$ cat config.mk
export PLATFORM = sky130hd
export DESIGN_NAME = mtls_ctrl
export DESIGN_NICKNAME = d
export VERILOG_FILES = /design/src/sv/mtls_pkg.sv /design/src/sv/mtls_ctrl.sv
export SDC_FILE = /design/constraint.sdc
export NUM_CORES = 1
export LEC_CHECK = 0
export ABC_CLOCK_PERIOD_IN_PS = 1800
export BUFFER_PORTS_ARGS = -buffer_cell sky130_fd_sc_hd__buf_4
export CORE_AREA = 2 2 39 41
export DETAILED_ROUTE_END_ITERATION = 8
export DIE_AREA = 0 0 41 43
export GPL_ROUTABILITY_DRIVEN = 0
export SYNTH_ARGS = -nofsm -noshare
export SYNTH_HDL_FRONTEND = slang
export SYNTH_SLANG_ARGS = --single-unit
$ cat constraint.sdc
create_clock -name clk -period 1.8 [get_ports clk]
set_input_delay 0.18 -clock clk [delete_from_list [all_inputs] [get_ports clk]]
set_output_delay 0.18 -clock clk [all_outputs]
set_load 0.1 [all_outputs]
$ cat src/sv/mtls_pkg.sv
// Package for the multirate time-step level scheduler: sizes, codes and shared types.
`default_nettype none

package mtls_pkg;

	// Grid and level configuration.
	localparam int unsigned SIZE_X = 32;
	localparam int unsigned SIZE_Y = 32;
	localparam int unsigned SIZE_Z = 32;
	localparam int NUM_LEVELS = 8;
	localparam int RATE_BITS = 32;

	// Derived sizes.
	localparam int unsigned NCELLS = SIZE_X * SIZE_Y * SIZE_Z;
	localparam int ADDR_W = (NCELLS > 1) ? $clog2(NCELLS) : 1;
	localparam int LVL_W = (NUM_LEVELS > 1) ? $clog2(NUM_LEVELS) : 1;
	localparam int PHASE_W = (NUM_LEVELS > 1) ? NUM_LEVELS - 1 : 1;
	localparam int RATE_W = (RATE_BITS < 32) ? RATE_BITS : 32;
	localparam int NUM_SLOTS = 3;
	localparam int SLOT_W = 2;

	// Command codes.
	typedef enum logic [2:0] {
		CMD_TICK      = 3'd0,
		CMD_UPDATE    = 3'd1,
		CMD_CELL_ACT  = 3'd2,
		CMD_NBR_ACT   = 3'd3,
		CMD_FACE_ACT  = 3'd4,
		CMD_CELL_MULT = 3'd5,
		CMD_FACE_MULT = 3'd6,
		CMD_NONE      = 3'd7
	} cmd_t;

	// Axis codes; the fourth code is invalid.
	localparam logic [1:0] AXIS_X = 2'd0;
	localparam logic [1:0] AXIS_Y = 2'd1;
	localparam logic [1:0] AXIS_Z = 2'd2;

	// Read slots: the cell itself, the lower neighbor and the upper neighbor.
	localparam logic [SLOT_W-1:0] SLOT_CELL = 2'd0;
	localparam logic [SLOT_W-1:0] SLOT_LO = 2'd1;
	localparam logic [SLOT_W-1:0] SLOT_HI = 2'd2;

	// Controller states.
	typedef enum logic [2:0] {
		ST_CLEAR,
		ST_IDLE,
		ST_DECODE,
		ST_READ,
		ST_ACC,
		ST_UPDATE,
		ST_DONE
	} state_t;

	// Commands from the controller to the datapath.
	typedef struct packed {
		logic latch;
		logic clr_en;
		logic acc_clr;
		logic rd_en;
		logic acc_en;
		logic upd_en;
		logic ld_result;
		logic phase_inc;
		logic [SLOT_W-1:0] slot;
	} ctrl_cmd_t;

	// Status from the datapath to the controller.
	typedef struct packed {
		logic clr_last;
		logic is_tick;
		logic is_nop;
		logic is_bad;
		logic is_update;
		logic [NUM_SLOTS-1:0] slot_en;
	} dp_status_t;

endpackage

`default_nettype wire

$ cat src/sv/mtls_ctrl.sv
// Controller state machine of the multirate time-step level scheduler.
`default_nettype none

module mtls_ctrl (
	input  wire logic                clk,
	input  wire logic                arst_n,
	input  wire logic                start,
	input  wire mtls_pkg::dp_status_t status,
	output mtls_pkg::ctrl_cmd_t      ctrl,
	output logic                     busy
);

	mtls_pkg::state_t state_q, state_d;
	logic [mtls_pkg::SLOT_W-1:0] slot_q, slot_d;

	// Next enabled read slot, searched from the cell slot in decode and past the current one later.
	logic [mtls_pkg::SLOT_W-1:0] lo_slot;
	logic [mtls_pkg::SLOT_W-1:0] pick_slot;
	logic pick_ok;

	always_comb begin
		lo_slot = (state_q == mtls_pkg::ST_DECODE) ? mtls_pkg::SLOT_CELL
			: mtls_pkg::SLOT_W'(slot_q + 1'b1);
		pick_ok = 1'b0;
		pick_slot = mtls_pkg::SLOT_CELL;
		for (int i = mtls_pkg::NUM_SLOTS - 1; i >= 0; i--) begin
			if (status.slot_en[i] && (mtls_pkg::SLOT_W'(i) >= lo_slot)) begin
				pick_ok = 1'b1;
				pick_slot = mtls_pkg::SLOT_W'(i);
			end
		end
	end

	// Next state and slot.
	always_comb begin
		state_d = state_q;
		slot_d = slot_q;
		unique case (state_q)
			mtls_pkg::ST_CLEAR: begin
				if (status.clr_last) state_d = mtls_pkg::ST_IDLE;
			end
			mtls_pkg::ST_IDLE: begin
				if (start) state_d = mtls_pkg::ST_DECODE;
			end
			mtls_pkg::ST_DECODE: begin
				if (status.is_tick || status.is_nop || status.is_bad || !pick_ok) begin
					state_d = mtls_pkg::ST_DONE;
				end else begin
					state_d = mtls_pkg::ST_READ;
					slot_d = pick_slot;
				end
			end
			mtls_pkg::ST_READ: begin
				state_d = mtls_pkg::ST_ACC;
			end
			mtls_pkg::ST_ACC: begin
				if (status.is_update) begin
					state_d = mtls_pkg::ST_UPDATE;
				end else if (pick_ok) begin
					state_d = mtls_pkg::ST_READ;
					slot_d = pick_slot;
				end else begin
					state_d = mtls_pkg::ST_DONE;
				end
			end
			mtls_pkg::ST_UPDATE: begin
				state_d = mtls_pkg::ST_DONE;
			end
			mtls_pkg::ST_DONE: begin
				state_d = mtls_pkg::ST_IDLE;
			end
			default: state_d = mtls_pkg::ST_IDLE;
		endcase
	end

	// Command outputs.
	always_comb begin
		ctrl = '0;
		ctrl.slot = slot_q;
		busy = 1'b1;
		unique case (state_q)
			mtls_pkg::ST_CLEAR: ctrl.clr_en = 1'b1;
			mtls_pkg::ST_IDLE: begin
				busy = 1'b0;
				ctrl.latch = start;
			end
			mtls_pkg::ST_DECODE: begin
				ctrl.acc_clr = 1'b1;
				ctrl.phase_inc = status.is_tick;
			end
			mtls_pkg::ST_READ: ctrl.rd_en = 1'b1;
			mtls_pkg::ST_ACC: ctrl.acc_en = 1'b1;
			mtls_pkg::ST_UPDATE: ctrl.upd_en = 1'b1;
			mtls_pkg::ST_DONE: ctrl.ld_result = 1'b1;
			default: busy = 1'b1;
		endcase
	end

	// State registers.
	always_ff @(posedge clk or negedge arst_n) begin
		if (!arst_n) begin
			state_q <= mtls_pkg::ST_CLEAR;
			slot_q <= mtls_pkg::SLOT_CELL;
		end else begin
			state_q <= state_d;
			slot_q <= slot_d;
		end
	end

endmodule

`default_nettype wire

==> report_table.html, run 1 <==
<table>
<tr><th>Metric</th><th>Value</th></tr>
<tr><th colspan="2">Global routing</th></tr>
<tr><td>Total overflow reported by the global router</td><td>0</td></tr>
<tr><td>Overall routing resource usage</td><td>14.5%</td></tr>
<tr><td>GR Util met2</td><td>around a quarter</td></tr>
<tr><td>Met1 global-route usage</td><td>between 10% and 20%</td></tr>
<tr><td>Largest net degree at the start of global routing</td><td>15</td></tr>
<tr><td>Number of antenna violations at the first check in global routing</td><td>0</td></tr>
<tr><td>Global-route wire length before repair</td><td>about 1800 um</td></tr>
<tr><td>Met3 Use GR</td><td>roughly 3.7%</td></tr>
<tr><td>Layer with the highest usage</td><td>met2</td></tr>
<tr><td>Number of global-route vias before repair</td><td>about 430</td></tr>
<tr><th colspan="2">Clock tree</th></tr>
<tr><td>Max H-tree Level</td><td>1</td></tr>
<tr><td>Clock slew at reported path FFs</td><td>roughly 40 ps</td></tr>
<tr><td>Root buffer cell</td><td>sky130_fd_sc_hd__clkbuf_4</td></tr>
<tr><td>Clock tree from TritonCTS</td><td>built</td></tr>
<tr><td>Number of clock sinks</td><td>5</td></tr>
<tr><td>Deepest clock path buffer count</td><td>2</td></tr>
<tr><td>Number of CTS-inserted buffers</td><td>3</td></tr>
<tr><td>Clock Latency Late Sink</td><td>between 200 and 250 ps</td></tr>
<tr><td>Setup fix buffers added after clock tree synthesis</td><td>0</td></tr>
<tr><th colspan="2">Critical path</th></tr>
<tr><td>Worst r2r src</td><td>state_q[0]</td></tr>
<tr><td>Worst EP arrival</td><td>1550 ps</td></tr>
<tr><td>Logic depth of the worst register-to-register path</td><td>6</td></tr>
<tr><td>Highest cell delay on the worst timing path</td><td>roughly 420 ps</td></tr>
<tr><td>Capturing element type of the critical path</td><td>output pin</td></tr>
<tr><td>Peak fanout along the critical path</td><td>9</td></tr>
<tr><td>Crit-path cells</td><td>or3b_4 &gt; clkinv_4 &gt; and2_2 &gt; buf_4</td></tr>
<tr><td>Data required time at the worst endpoint</td><td>about 1600 ps</td></tr>
<tr><td>Endpoint of the most critical setup path</td><td>ctrl[2]</td></tr>
<tr><td>Critical Path Slowest Stage Cell</td><td>sky130_fd_sc_hd__or3b_4</td></tr>
<tr><td>Setup slack, reg-to-reg</td><td>350 ps</td></tr>
<tr><td>Startpoint class of the critical path</td><td>flip-flop</td></tr>
<tr><td>Critical path type</td><td>flip-flop to output pin</td></tr>
<tr><td>Source of the critical timing path</td><td>state_q[0]</td></tr>
<tr><td>Reg-to-reg critical path endpoint</td><td>slot_q[0]</td></tr>
<tr><th colspan="2">Timing</th></tr>
<tr><td>Maximum operating frequency</td><td>just under 600 MHz</td></tr>
<tr><td>Number of endpoints with negative hold slack in the final report</td><td>0</td></tr>
<tr><td>Remaining max-slew budget at the tightest pin</td><td>73.6%</td></tr>
<tr><td>Hold slack</td><td>roughly 220 ps</td></tr>
<tr><td>Clock period minus final worst setup slack</td><td>between 1500 and 2000 ps</td></tr>
<tr><td>Max-slew violation count</td><td>0</td></tr>
<tr><td>RSZ-0062 raised after global routing</td><td>false</td></tr>
<tr><td>Final worst clock skew</td><td>approximately 2.5 ps</td></tr>
<tr><td>Tcrit/Tclk final</td><td>a little under 100%</td></tr>
<tr><td>Worst-margin pin slew</td><td>just under 400 ps</td></tr>
<tr><td>Number of failing setup endpoints in the final timing report</td><td>0</td></tr>
<tr><th colspan="2">Die</th></tr>
<tr><td>Starting Density</td><td>between 30% and 40%</td></tr>
<tr><td>Core Region</td><td>roughly 0.0014 mm2</td></tr>
<tr><td>Die area</td><td>between 0.0015 and 0.002 mm2</td></tr>
<tr><td>Die Height</td><td>around 43 um</td></tr>
<tr><td>Num rows</td><td>14</td></tr>
<tr><td>Overall die width</td><td>41 um</td></tr>
<tr><td>Count of pins on the block boundary</td><td>22</td></tr>
<tr><th colspan="2">Placed design</th></tr>
<tr><td>Count of port buffers added during placement</td><td>21</td></tr>
<tr><td>Dpl hpwl</td><td>between 800 and 900 um</td></tr>
<tr><th colspan="2">Logic synthesis</th></tr>
<tr><td>Post-synthesis cell type with the largest combined area</td><td>sky130_fd_sc_hd__dfrtp_1</td></tr>
<tr><td>Number of distinct library cells after synthesis</td><td>31</td></tr>
<tr><td>Mean cell area of the mapped netlist</td><td>~8 um2</td></tr>
<tr><td>Share of Yosys cell area claimed by the top area cell type</td><td>between 20 and 30%</td></tr>
<tr><td>Synthesized-area fraction occupied by xor and xnor cells</td><td>a little under 2%</td></tr>
<tr><td>Dominant combinational cell family by area after synthesis</td><td>compound AO/OA/AOI/OAI gates</td></tr>
<tr><td>Dominant cells by area after synthesis</td><td>sky130_fd_sc_hd__dfrtp_1 28%, sky130_fd_sc_hd__nor2_1 5.8%, sky130_fd_sc_hd__and3b_1 5.8%, sky130_fd_sc_hd__nand2_1 5.0%, sky130_fd_sc_hd__o211ai_4 4.7%</td></tr>
<tr><td>Synthesized netlist cell count</td><td>57</td></tr>
<tr><td>Simple-gate area share of the yosys netlist</td><td>31.7%</td></tr>
<tr><td>Seq/Total Area, Yosys</td><td>27.5%</td></tr>
<tr><td>YS warnings</td><td>0</td></tr>
<tr><td>Synthesized Nets</td><td>a little under 70</td></tr>
<tr><td>Multiplexer share of the synthesized area</td><td>0%</td></tr>
<tr><td>Number of synthesized register bits</td><td>5</td></tr>
<tr><td>Synth Area in Adders</td><td>0%</td></tr>
<tr><td>Compound-Gate Fraction of Synth Area</td><td>between 30% and 40%</td></tr>
<tr><td>Cell area after synthesis</td><td>454 um2</td></tr>
<tr><th colspan="2">Finish</th></tr>
<tr><td>Antenna diode instance count</td><td>0</td></tr>
<tr><td>Total Nets Final</td><td>95</td></tr>
<tr><td>Area delta synth-&gt;final</td><td>54.8%</td></tr>
<tr><td>Sequential cell area in the final layout</td><td>between 100 and 150 um2</td></tr>
<tr><td>Layout cell share with drive strength beyond 1</td><td>45.8%</td></tr>
<tr><td>Footprint of the multi-input gates</td><td>around 320 um2</td></tr>
<tr><td>Fill count</td><td>between 100 and 150</td></tr>
<tr><th colspan="2">Drt</th></tr>
<tr><td>Drt pass-1 iters</td><td>4</td></tr>
<tr><td>Final routed DRC violation total</td><td>0</td></tr>
<tr><td>Via count of the routed design</td><td>between 400 and 500</td></tr>
<tr><td>Remaining number of nets flagged by the antenna check after routing</td><td>0</td></tr>
<tr><td>Initial detailed-routing violation count</td><td>5</td></tr>
<tr><td>Detailed-route wire length</td><td>approximately 1100 um</td></tr>
<tr><td>Vias per cell</td><td>~5</td></tr>
<tr><td>Routed length per placed instance</td><td>between 10 and 15 um</td></tr>
<tr><th colspan="2">Run</th></tr>
<tr><td>MaxCap Viol Count</td><td>0</td></tr>
<tr><th colspan="2">Hold path</th></tr>
<tr><td>Class of the most critical hold timing path</td><td>input pin to flip-flop</td></tr>
<tr><th colspan="2">Outcome</th></tr>
<tr><td>Result of the run</td><td>completed</td></tr>
</table>
[how the worst min path moves through the flow]
stage / end / depth (start not counted) / slack [ps] / start
after detailed placement: state_q[1] / 1 / -20 / arst_n
after CTS: slot_q[1] / 3 / 210 / status[2]
final: slot_q[1] / 3 / 220 / status[2]
after global placement: state_q[1] / 1 / -20 / arst_n
after global routing: slot_q[1] / 3 / 230 / status[2]
after floorplan: slot_q[0] / 0 / -120 / arst_n
[state kept, by name (all words and copies together) (netlist names)]
register,flops
slot_q,2
state_q,3
[cells in the final DEF, fill, tap and decap left out, drive strengths merged, types with 2 or more instances in the layout]
master,n
nor3,4
buf,24
inv,2
nor2,7
o21ai,5
o211ai,2
dfrtp,5
and3b,3
nand2,6
clkbuf,4
a21oi,3
[cell type report]
| type | count | share of cell area, % |
|---|---|---|
| repair buffers | 25 | 27.0 |
| well taps | 16 | 2.85 |
| flip-flops and latches | 5 | 18.1 |
| clock buffers | 4 | 3.74 |
| inverters | 3 | 2.31 |
| multi-input cells | 46 | 45.9 |
[cells by family after synthesis]
kind of cell / count (synthesis)
AO/OA/AOI/OAI: 18
XOR/XNOR: 1
buffers and inverters: 6
flip-flops: 5
AND/OR/NAND/NOR: 27
[worst max-delay path, delay by kind of cell, from the launching register on]
kind	cells	cell delay (ps)
buffers and inverters	2	380
flip-flops	1	370
AND/OR/NAND/NOR	2	560
[metal layers]
metal / share of wire (%) / vias to the layer above
met5: 0 / -
met4: 0 / 0
met3: 6.8 / 0
met2: 52 / 17
met1: 41 / 222
li1: - / 258
[per-stage QoR]
| step | setup WS [ps] | std cells | TNS [ps] | utilization (%) | instance area (um2) |
|---|---|---|---|---|---|
| floorplan | -273 | 57 | -965 | - | 485 |
| global route | 29.4 | 99 | 0 | 50.8 | 703 |
| detailed placement | 317 | 94 | 0 | 48.2 | 667 |
| finish | 69.9 | 99 | 0 | 50.8 | 703 |
| CTS | 55.1 | 99 | 0 | 50.8 | 703 |
| global placement | 330 | 94 | 0 | 48.2 | 667 |
[synth_stat cells, drive strengths merged]
| cell type | n |
|---|---|
| nor2 | 7 |
| o41ai | 1 |
| o22ai | 1 |
| nand2 | 6 |
| and3b | 3 |
| o31a | 1 |
| a2bb2oi | 1 |
| xor2 | 1 |
| nand2b | 1 |
| o211ai | 2 |
| nor3 | 4 |
| o21ai | 5 |
| a21oi | 3 |
| o21a | 1 |
| dfrtp | 5 |
| and2 | 1 |
| buf | 2 |
| or3b | 1 |
| or3 | 1 |
| inv | 2 |
| nand3 | 1 |
| nor3b | 1 |
| o31ai | 1 |
| a22o | 1 |
| clkinv | 1 |
| clkbuf | 1 |
| nor2b | 1 |
| a41oi | 1 |
[what timing repair did]
item                                   CTS  global route
hold buffers                             1             0
gates resized for setup                  0             0
endpoints found under the hold margin    5             0
Power of run 1 is not shown: default switching activity piles up to over one toggle a cycle in this logic, so the estimate is an artifact.
==> run 2: changes to the inputs <==
--- a/config.mk
+++ b/config.mk
@@ -5,6 +5,7 @@
 export SDC_FILE = /design/constraint.sdc
 export NUM_CORES = 1
 export LEC_CHECK = 0
+export ABC_AREA = 1
 export ABC_CLOCK_PERIOD_IN_PS = 1800
 export BUFFER_PORTS_ARGS = -buffer_cell sky130_fd_sc_hd__buf_4
 export CORE_AREA = 2 2 39 41
==> run 2 against run 1 <==
Maximum frequency rose by 6.6%. Count of clock-buffer cells in the layout did not move. Global-route usage fell by 0.79 points. Flip-flop and latch count did not move. Non-clock buffer count fell by 3. Synthesized area rose by 0.83%. Critical path depth rose by 1. Critical endpoint is now ctrl[9].
==> report_table.html, run 2 <==
<table>
<tr><th>Metric</th><th>Value</th></tr>
<tr><th colspan="2">Drt</th></tr>
<tr><td>Initial detailed-routing violation count</td><td>2 (was 5)</td></tr>
<tr><td>Via count of the routed design</td><td>470 (was 497)</td></tr>
<tr><td>Vias per cell</td><td>4.27 (was 5.02)</td></tr>
<tr><td>Drt pass-1 iters</td><td>4 (unchanged)</td></tr>
<tr><td>Remaining number of nets flagged by the antenna check after routing</td><td>0 (unchanged)</td></tr>
<tr><td>Final routed DRC violation total</td><td>0 (unchanged)</td></tr>
<tr><td>Detailed-route wire length</td><td>967 um (was 1120 um)</td></tr>
<tr><td>Routed length per placed instance</td><td>8.79 um (was 11.3 um)</td></tr>
<tr><th colspan="2">Timing</th></tr>
<tr><td>Maximum operating frequency</td><td>616 MHz (was 578 MHz)</td></tr>
<tr><td>Clock period minus final worst setup slack</td><td>1620 ps (was 1730 ps)</td></tr>
<tr><td>Number of endpoints with negative hold slack in the final report</td><td>0 (unchanged)</td></tr>
<tr><td>Worst-margin pin slew</td><td>279 ps (was 393 ps)</td></tr>
<tr><td>Number of failing setup endpoints in the final timing report</td><td>0 (unchanged)</td></tr>
<tr><td>Max-slew violation count</td><td>0 (unchanged)</td></tr>
<tr><td>RSZ-0062 raised after global routing</td><td>false (unchanged)</td></tr>
<tr><td>Tcrit/Tclk final</td><td>90.1% (was 96.1%)</td></tr>
<tr><td>Remaining max-slew budget at the tightest pin</td><td>81.2% (was 73.6%)</td></tr>
<tr><td>Hold slack</td><td>201 ps (was 219 ps)</td></tr>
<tr><td>Final worst clock skew</td><td>3.11 ps (was 2.55 ps)</td></tr>
<tr><th colspan="2">Finish</th></tr>
<tr><td>Largest Register</td><td>state_q (unchanged)</td></tr>
<tr><td>Leading registers by flop count</td><td>state_q x3, slot_q x2 (unchanged)</td></tr>
<tr><td>Fill count</td><td>147 (was 142)</td></tr>
<tr><td>Top library cells by usage in the layout, fill and taps aside</td><td>21 x sky130_fd_sc_hd__buf_4, 13 x sky130_fd_sc_hd__nand2_1, 9 x sky130_fd_sc_hd__inv_1, 9 x sky130_fd_sc_hd__nor2_1, 8 x sky130_fd_sc_hd__nand2_2 (was 24 x sky130_fd_sc_hd__buf_4, 7 x sky130_fd_sc_hd__nor2_1, 6 x sky130_fd_sc_hd__nand2_1)</td></tr>
<tr><td>Area delta synth-&gt;final</td><td>53.3% (was 54.8%)</td></tr>
<tr><td>Most common library cell in the layout ignoring fill and taps</td><td>sky130_fd_sc_hd__buf_4 (unchanged)</td></tr>
<tr><td>Number of flip-flops under the largest register name</td><td>3 (unchanged)</td></tr>
<tr><td>Layout cell share with drive strength beyond 1</td><td>50.0% (was 45.8%)</td></tr>
<tr><td>Antenna diode instance count</td><td>0 (unchanged)</td></tr>
<tr><td>Total Nets Final</td><td>106 (was 95)</td></tr>
<tr><th colspan="2">Global routing</th></tr>
<tr><td>Overall routing resource usage</td><td>13.8% (was 14.5%)</td></tr>
<tr><td>Global-route wire length before repair</td><td>1610 um (was 1770 um)</td></tr>
<tr><td>Number of global-route vias before repair</td><td>415 (was 425)</td></tr>
<tr><td>Largest net degree at the start of global routing</td><td>6 (was 15)</td></tr>
<tr><td>Number of antenna violations at the first check in global routing</td><td>0 (unchanged)</td></tr>
<tr><td>Total overflow reported by the global router</td><td>0 (unchanged)</td></tr>
<tr><th colspan="2">Critical path</th></tr>
<tr><td>Worst EP arrival</td><td>1440 ps (was 1550 ps)</td></tr>
<tr><td>Data required time at the worst endpoint</td><td>1620 ps (about the same)</td></tr>
<tr><td>Peak fanout along the critical path</td><td>5 (was 9)</td></tr>
<tr><td>Logic depth of the worst register-to-register path</td><td>10 (was 6)</td></tr>
<tr><td>Critical path type</td><td>flip-flop to output pin (unchanged)</td></tr>
<tr><td>Highest cell delay on the worst timing path</td><td>430 ps (was 420 ps)</td></tr>
<tr><td>Startpoint class of the critical path</td><td>flip-flop (unchanged)</td></tr>
<tr><td>Critical Path Slowest Stage Cell</td><td>sky130_fd_sc_hd__dfrtp_1 (was sky130_fd_sc_hd__or3b_4)</td></tr>
<tr><td>Crit-path cells</td><td>inv_2 &gt; nor2_1 &gt; nand2_2 &gt; nor2_4 &gt; buf_4 (was or3b_4 &gt; clkinv_4 &gt; and2_2 &gt; buf_4)</td></tr>
<tr><td>Capturing element type of the critical path</td><td>output pin (unchanged)</td></tr>
<tr><th colspan="2">Clock tree</th></tr>
<tr><td>Root buffer cell</td><td>sky130_fd_sc_hd__clkbuf_4 (unchanged)</td></tr>
<tr><td>Setup fix buffers added after clock tree synthesis</td><td>0 (unchanged)</td></tr>
<tr><td>Max H-tree Level</td><td>1 (unchanged)</td></tr>
<tr><td>Number of CTS-inserted buffers</td><td>3 (unchanged)</td></tr>
<tr><td>Deepest clock path buffer count</td><td>2 (unchanged)</td></tr>
<tr><td>Post-cts hold buffer count</td><td>1 (unchanged)</td></tr>
<tr><td>Clock tree from TritonCTS</td><td>built (unchanged)</td></tr>
<tr><td>Number of clock sinks</td><td>5 (unchanged)</td></tr>
<tr><td>Clock Latency Late Sink</td><td>240 ps (about the same)</td></tr>
<tr><td>Quantity of gates resized following cts</td><td>0 (unchanged)</td></tr>
<tr><td>Clock slew at reported path FFs</td><td>40 ps (about the same)</td></tr>
<tr><th colspan="2">Logic synthesis</th></tr>
<tr><td>Post-synthesis cell type with the largest combined area</td><td>sky130_fd_sc_hd__dfrtp_1 (unchanged)</td></tr>
<tr><td>Cell area after synthesis</td><td>458 um2 (was 454 um2)</td></tr>
<tr><td>Seq/Total Area, Yosys</td><td>27.3% (was 27.5%)</td></tr>
<tr><td>Top flip-flop cell by instance count after synthesis</td><td>sky130_fd_sc_hd__dfrtp_1 (unchanged)</td></tr>
<tr><td>Synthesized netlist cell count</td><td>68 (was 57)</td></tr>
<tr><td>Number of synthesized register bits</td><td>5 (unchanged)</td></tr>
<tr><td>Share of Yosys cell area claimed by the top area cell type</td><td>27.3% (was 27.5%)</td></tr>
<tr><td>Most instantiated cells after synthesis</td><td>14 x sky130_fd_sc_hd__nand2_1, 12 x sky130_fd_sc_hd__nor2_1, 9 x sky130_fd_sc_hd__inv_1 (was 7 x sky130_fd_sc_hd__nor2_1, 6 x sky130_fd_sc_hd__nand2_1, 5 x sky130_fd_sc_hd__dfrtp_1)</td></tr>
<tr><td>Most repeated cell in the gate-level netlist after synthesis</td><td>sky130_fd_sc_hd__nand2_1 (was sky130_fd_sc_hd__nor2_1)</td></tr>
<tr><td>YS warnings</td><td>0 (unchanged)</td></tr>
<tr><td>Dominant cells by area after synthesis</td><td>sky130_fd_sc_hd__dfrtp_1 27%, sky130_fd_sc_hd__nand2_1 11%, sky130_fd_sc_hd__nor2_1 9.8%, sky130_fd_sc_hd__nand2_2 9.6%, sky130_fd_sc_hd__nand3_4 7.7% (was sky130_fd_sc_hd__dfrtp_1 28%, sky130_fd_sc_hd__nor2_1 5.8%, sky130_fd_sc_hd__and3b_1 5.8%, sky130_fd_sc_hd__nand2_1 5.0%, sky130_fd_sc_hd__o211ai_4 4.7%)</td></tr>
<tr><td>Mean cell area of the mapped netlist</td><td>6.73 um2 (was 7.97 um2)</td></tr>
<tr><td>Synthesized Nets</td><td>79 (was 68)</td></tr>
<tr><td>Fraction of registers with async set or reset after synthesis</td><td>100% (unchanged)</td></tr>
<tr><td>Number of synthesized flops with an enable pin</td><td>0 (unchanged)</td></tr>
<tr><td>Number of distinct library cells after synthesis</td><td>17 (was 31)</td></tr>
<tr><th colspan="2">Outcome</th></tr>
<tr><td>Result of the run</td><td>completed (unchanged)</td></tr>
<tr><th colspan="2">Die</th></tr>
<tr><td>Die Height</td><td>43 um (unchanged)</td></tr>
<tr><td>Num rows</td><td>14 (unchanged)</td></tr>
<tr><td>Die area</td><td>0.00176 mm2 (unchanged)</td></tr>
<tr><td>Starting Density</td><td>33.1% (was 32.8%)</td></tr>
<tr><td>Core Region</td><td>0.00138 mm2 (unchanged)</td></tr>
<tr><td>Overall die width</td><td>41 um (unchanged)</td></tr>
<tr><td>Count of pins on the block boundary</td><td>22 (unchanged)</td></tr>
<tr><th colspan="2">Placed design</th></tr>
<tr><td>Dpl hpwl</td><td>857 um (was 859 um)</td></tr>
<tr><td>Count of port buffers added during placement</td><td>21 (unchanged)</td></tr>
<tr><th colspan="2">Run</th></tr>
<tr><td>MaxCap Viol Count</td><td>0 (unchanged)</td></tr>
<tr><th colspan="2">Hold path</th></tr>
<tr><td>Hold depth</td><td>3 (unchanged)</td></tr>
<tr><td>Class of the most critical hold timing path</td><td>input pin to flip-flop (unchanged)</td></tr>
</table>
[run 2: cell count changes after synthesis, sizes merged, moves of 2 or more]
cell    before  now
o21ai        5    1
nor2         7   13
inv          2   12
nand3        1    6
buf          2    0
o211ai       2    0
and3b        3    0
nand2        6   23
[run 2: area by class of cell]
| cell class | count | area (um2) | area share [%] |
|---|---|---|---|
| Clock buffer | 4 | 26.3 | 3.74 |
| Inverter | 12 | 45.0 | 6.42 |
| Multi-Input combinational cell | 51 | 318 | 45.3 |
| Sequential cell | 5 | 125 | 17.8 |
| Tap cell | 16 | 20.0 | 2.85 |
| Timing Repair Buffer | 22 | 168 | 23.9 |
[run 2: kinds of logic after synthesis]
logic type             synth area share (%)
AOI/OAI and AO/OA                      7.65
buffers and inverters                  9.84
DFF                                    27.3
and+or+nand+nor                        55.2
[run 2: worst paths after layout]
path / start / endpoint / slack (ps)
worst max-delay path: state_q[0] / ctrl[9] / 180
worst min-delay path: status[7] / state_q[0] / 200
worst max register to register: state_q[0] / slot_q[1] / 420
worst min register to register: slot_q[0] / slot_q[0] / 540
max in group asynchronous: arst_n / slot_q[1] / 1430
min in group asynchronous: arst_n / state_q[0] / 270
[run 2: stage by stage]
| step | setup WS [ps] | cells | TNS [ps] | util [%] | instance area [um2] |
|---|---|---|---|---|---|
| floorplan | -213 | 68 | -568 | - | 488 |
| global placement | 415 | 105 | 0 | 48.1 | 666 |
| detailed placement | 409 | 105 | 0 | 48.1 | 666 |
| CTS | 150 | 110 | 0 | 50.7 | 702 |
| global route | 58.6 | 110 | 0 | 50.7 | 702 |
| finish | 178 | 110 | 0 | 50.7 | 702 |
[run 2: per-layer routing]
| layer | up-vias | global-route usage [%] | routed length [um] |
|---|---|---|---|
| met5 | - | 0 | 0 |
| met4 | 0 | 10.0 | 0 |
| met3 | 0 | 3.14 | 57 |
| met2 | 12 | 18.4 | 450 |
| met1 | 196 | 18.4 | 460 |
| li1 | 262 | - | - |
[run 2: critical path, delay by kind of cell (launching register included)]
kind	cells	cell delay, ps
DFF	1	430
buffers and inverters	2	390
and+or+nand+nor	3	390
Power of run 2 is left out for the same reason.
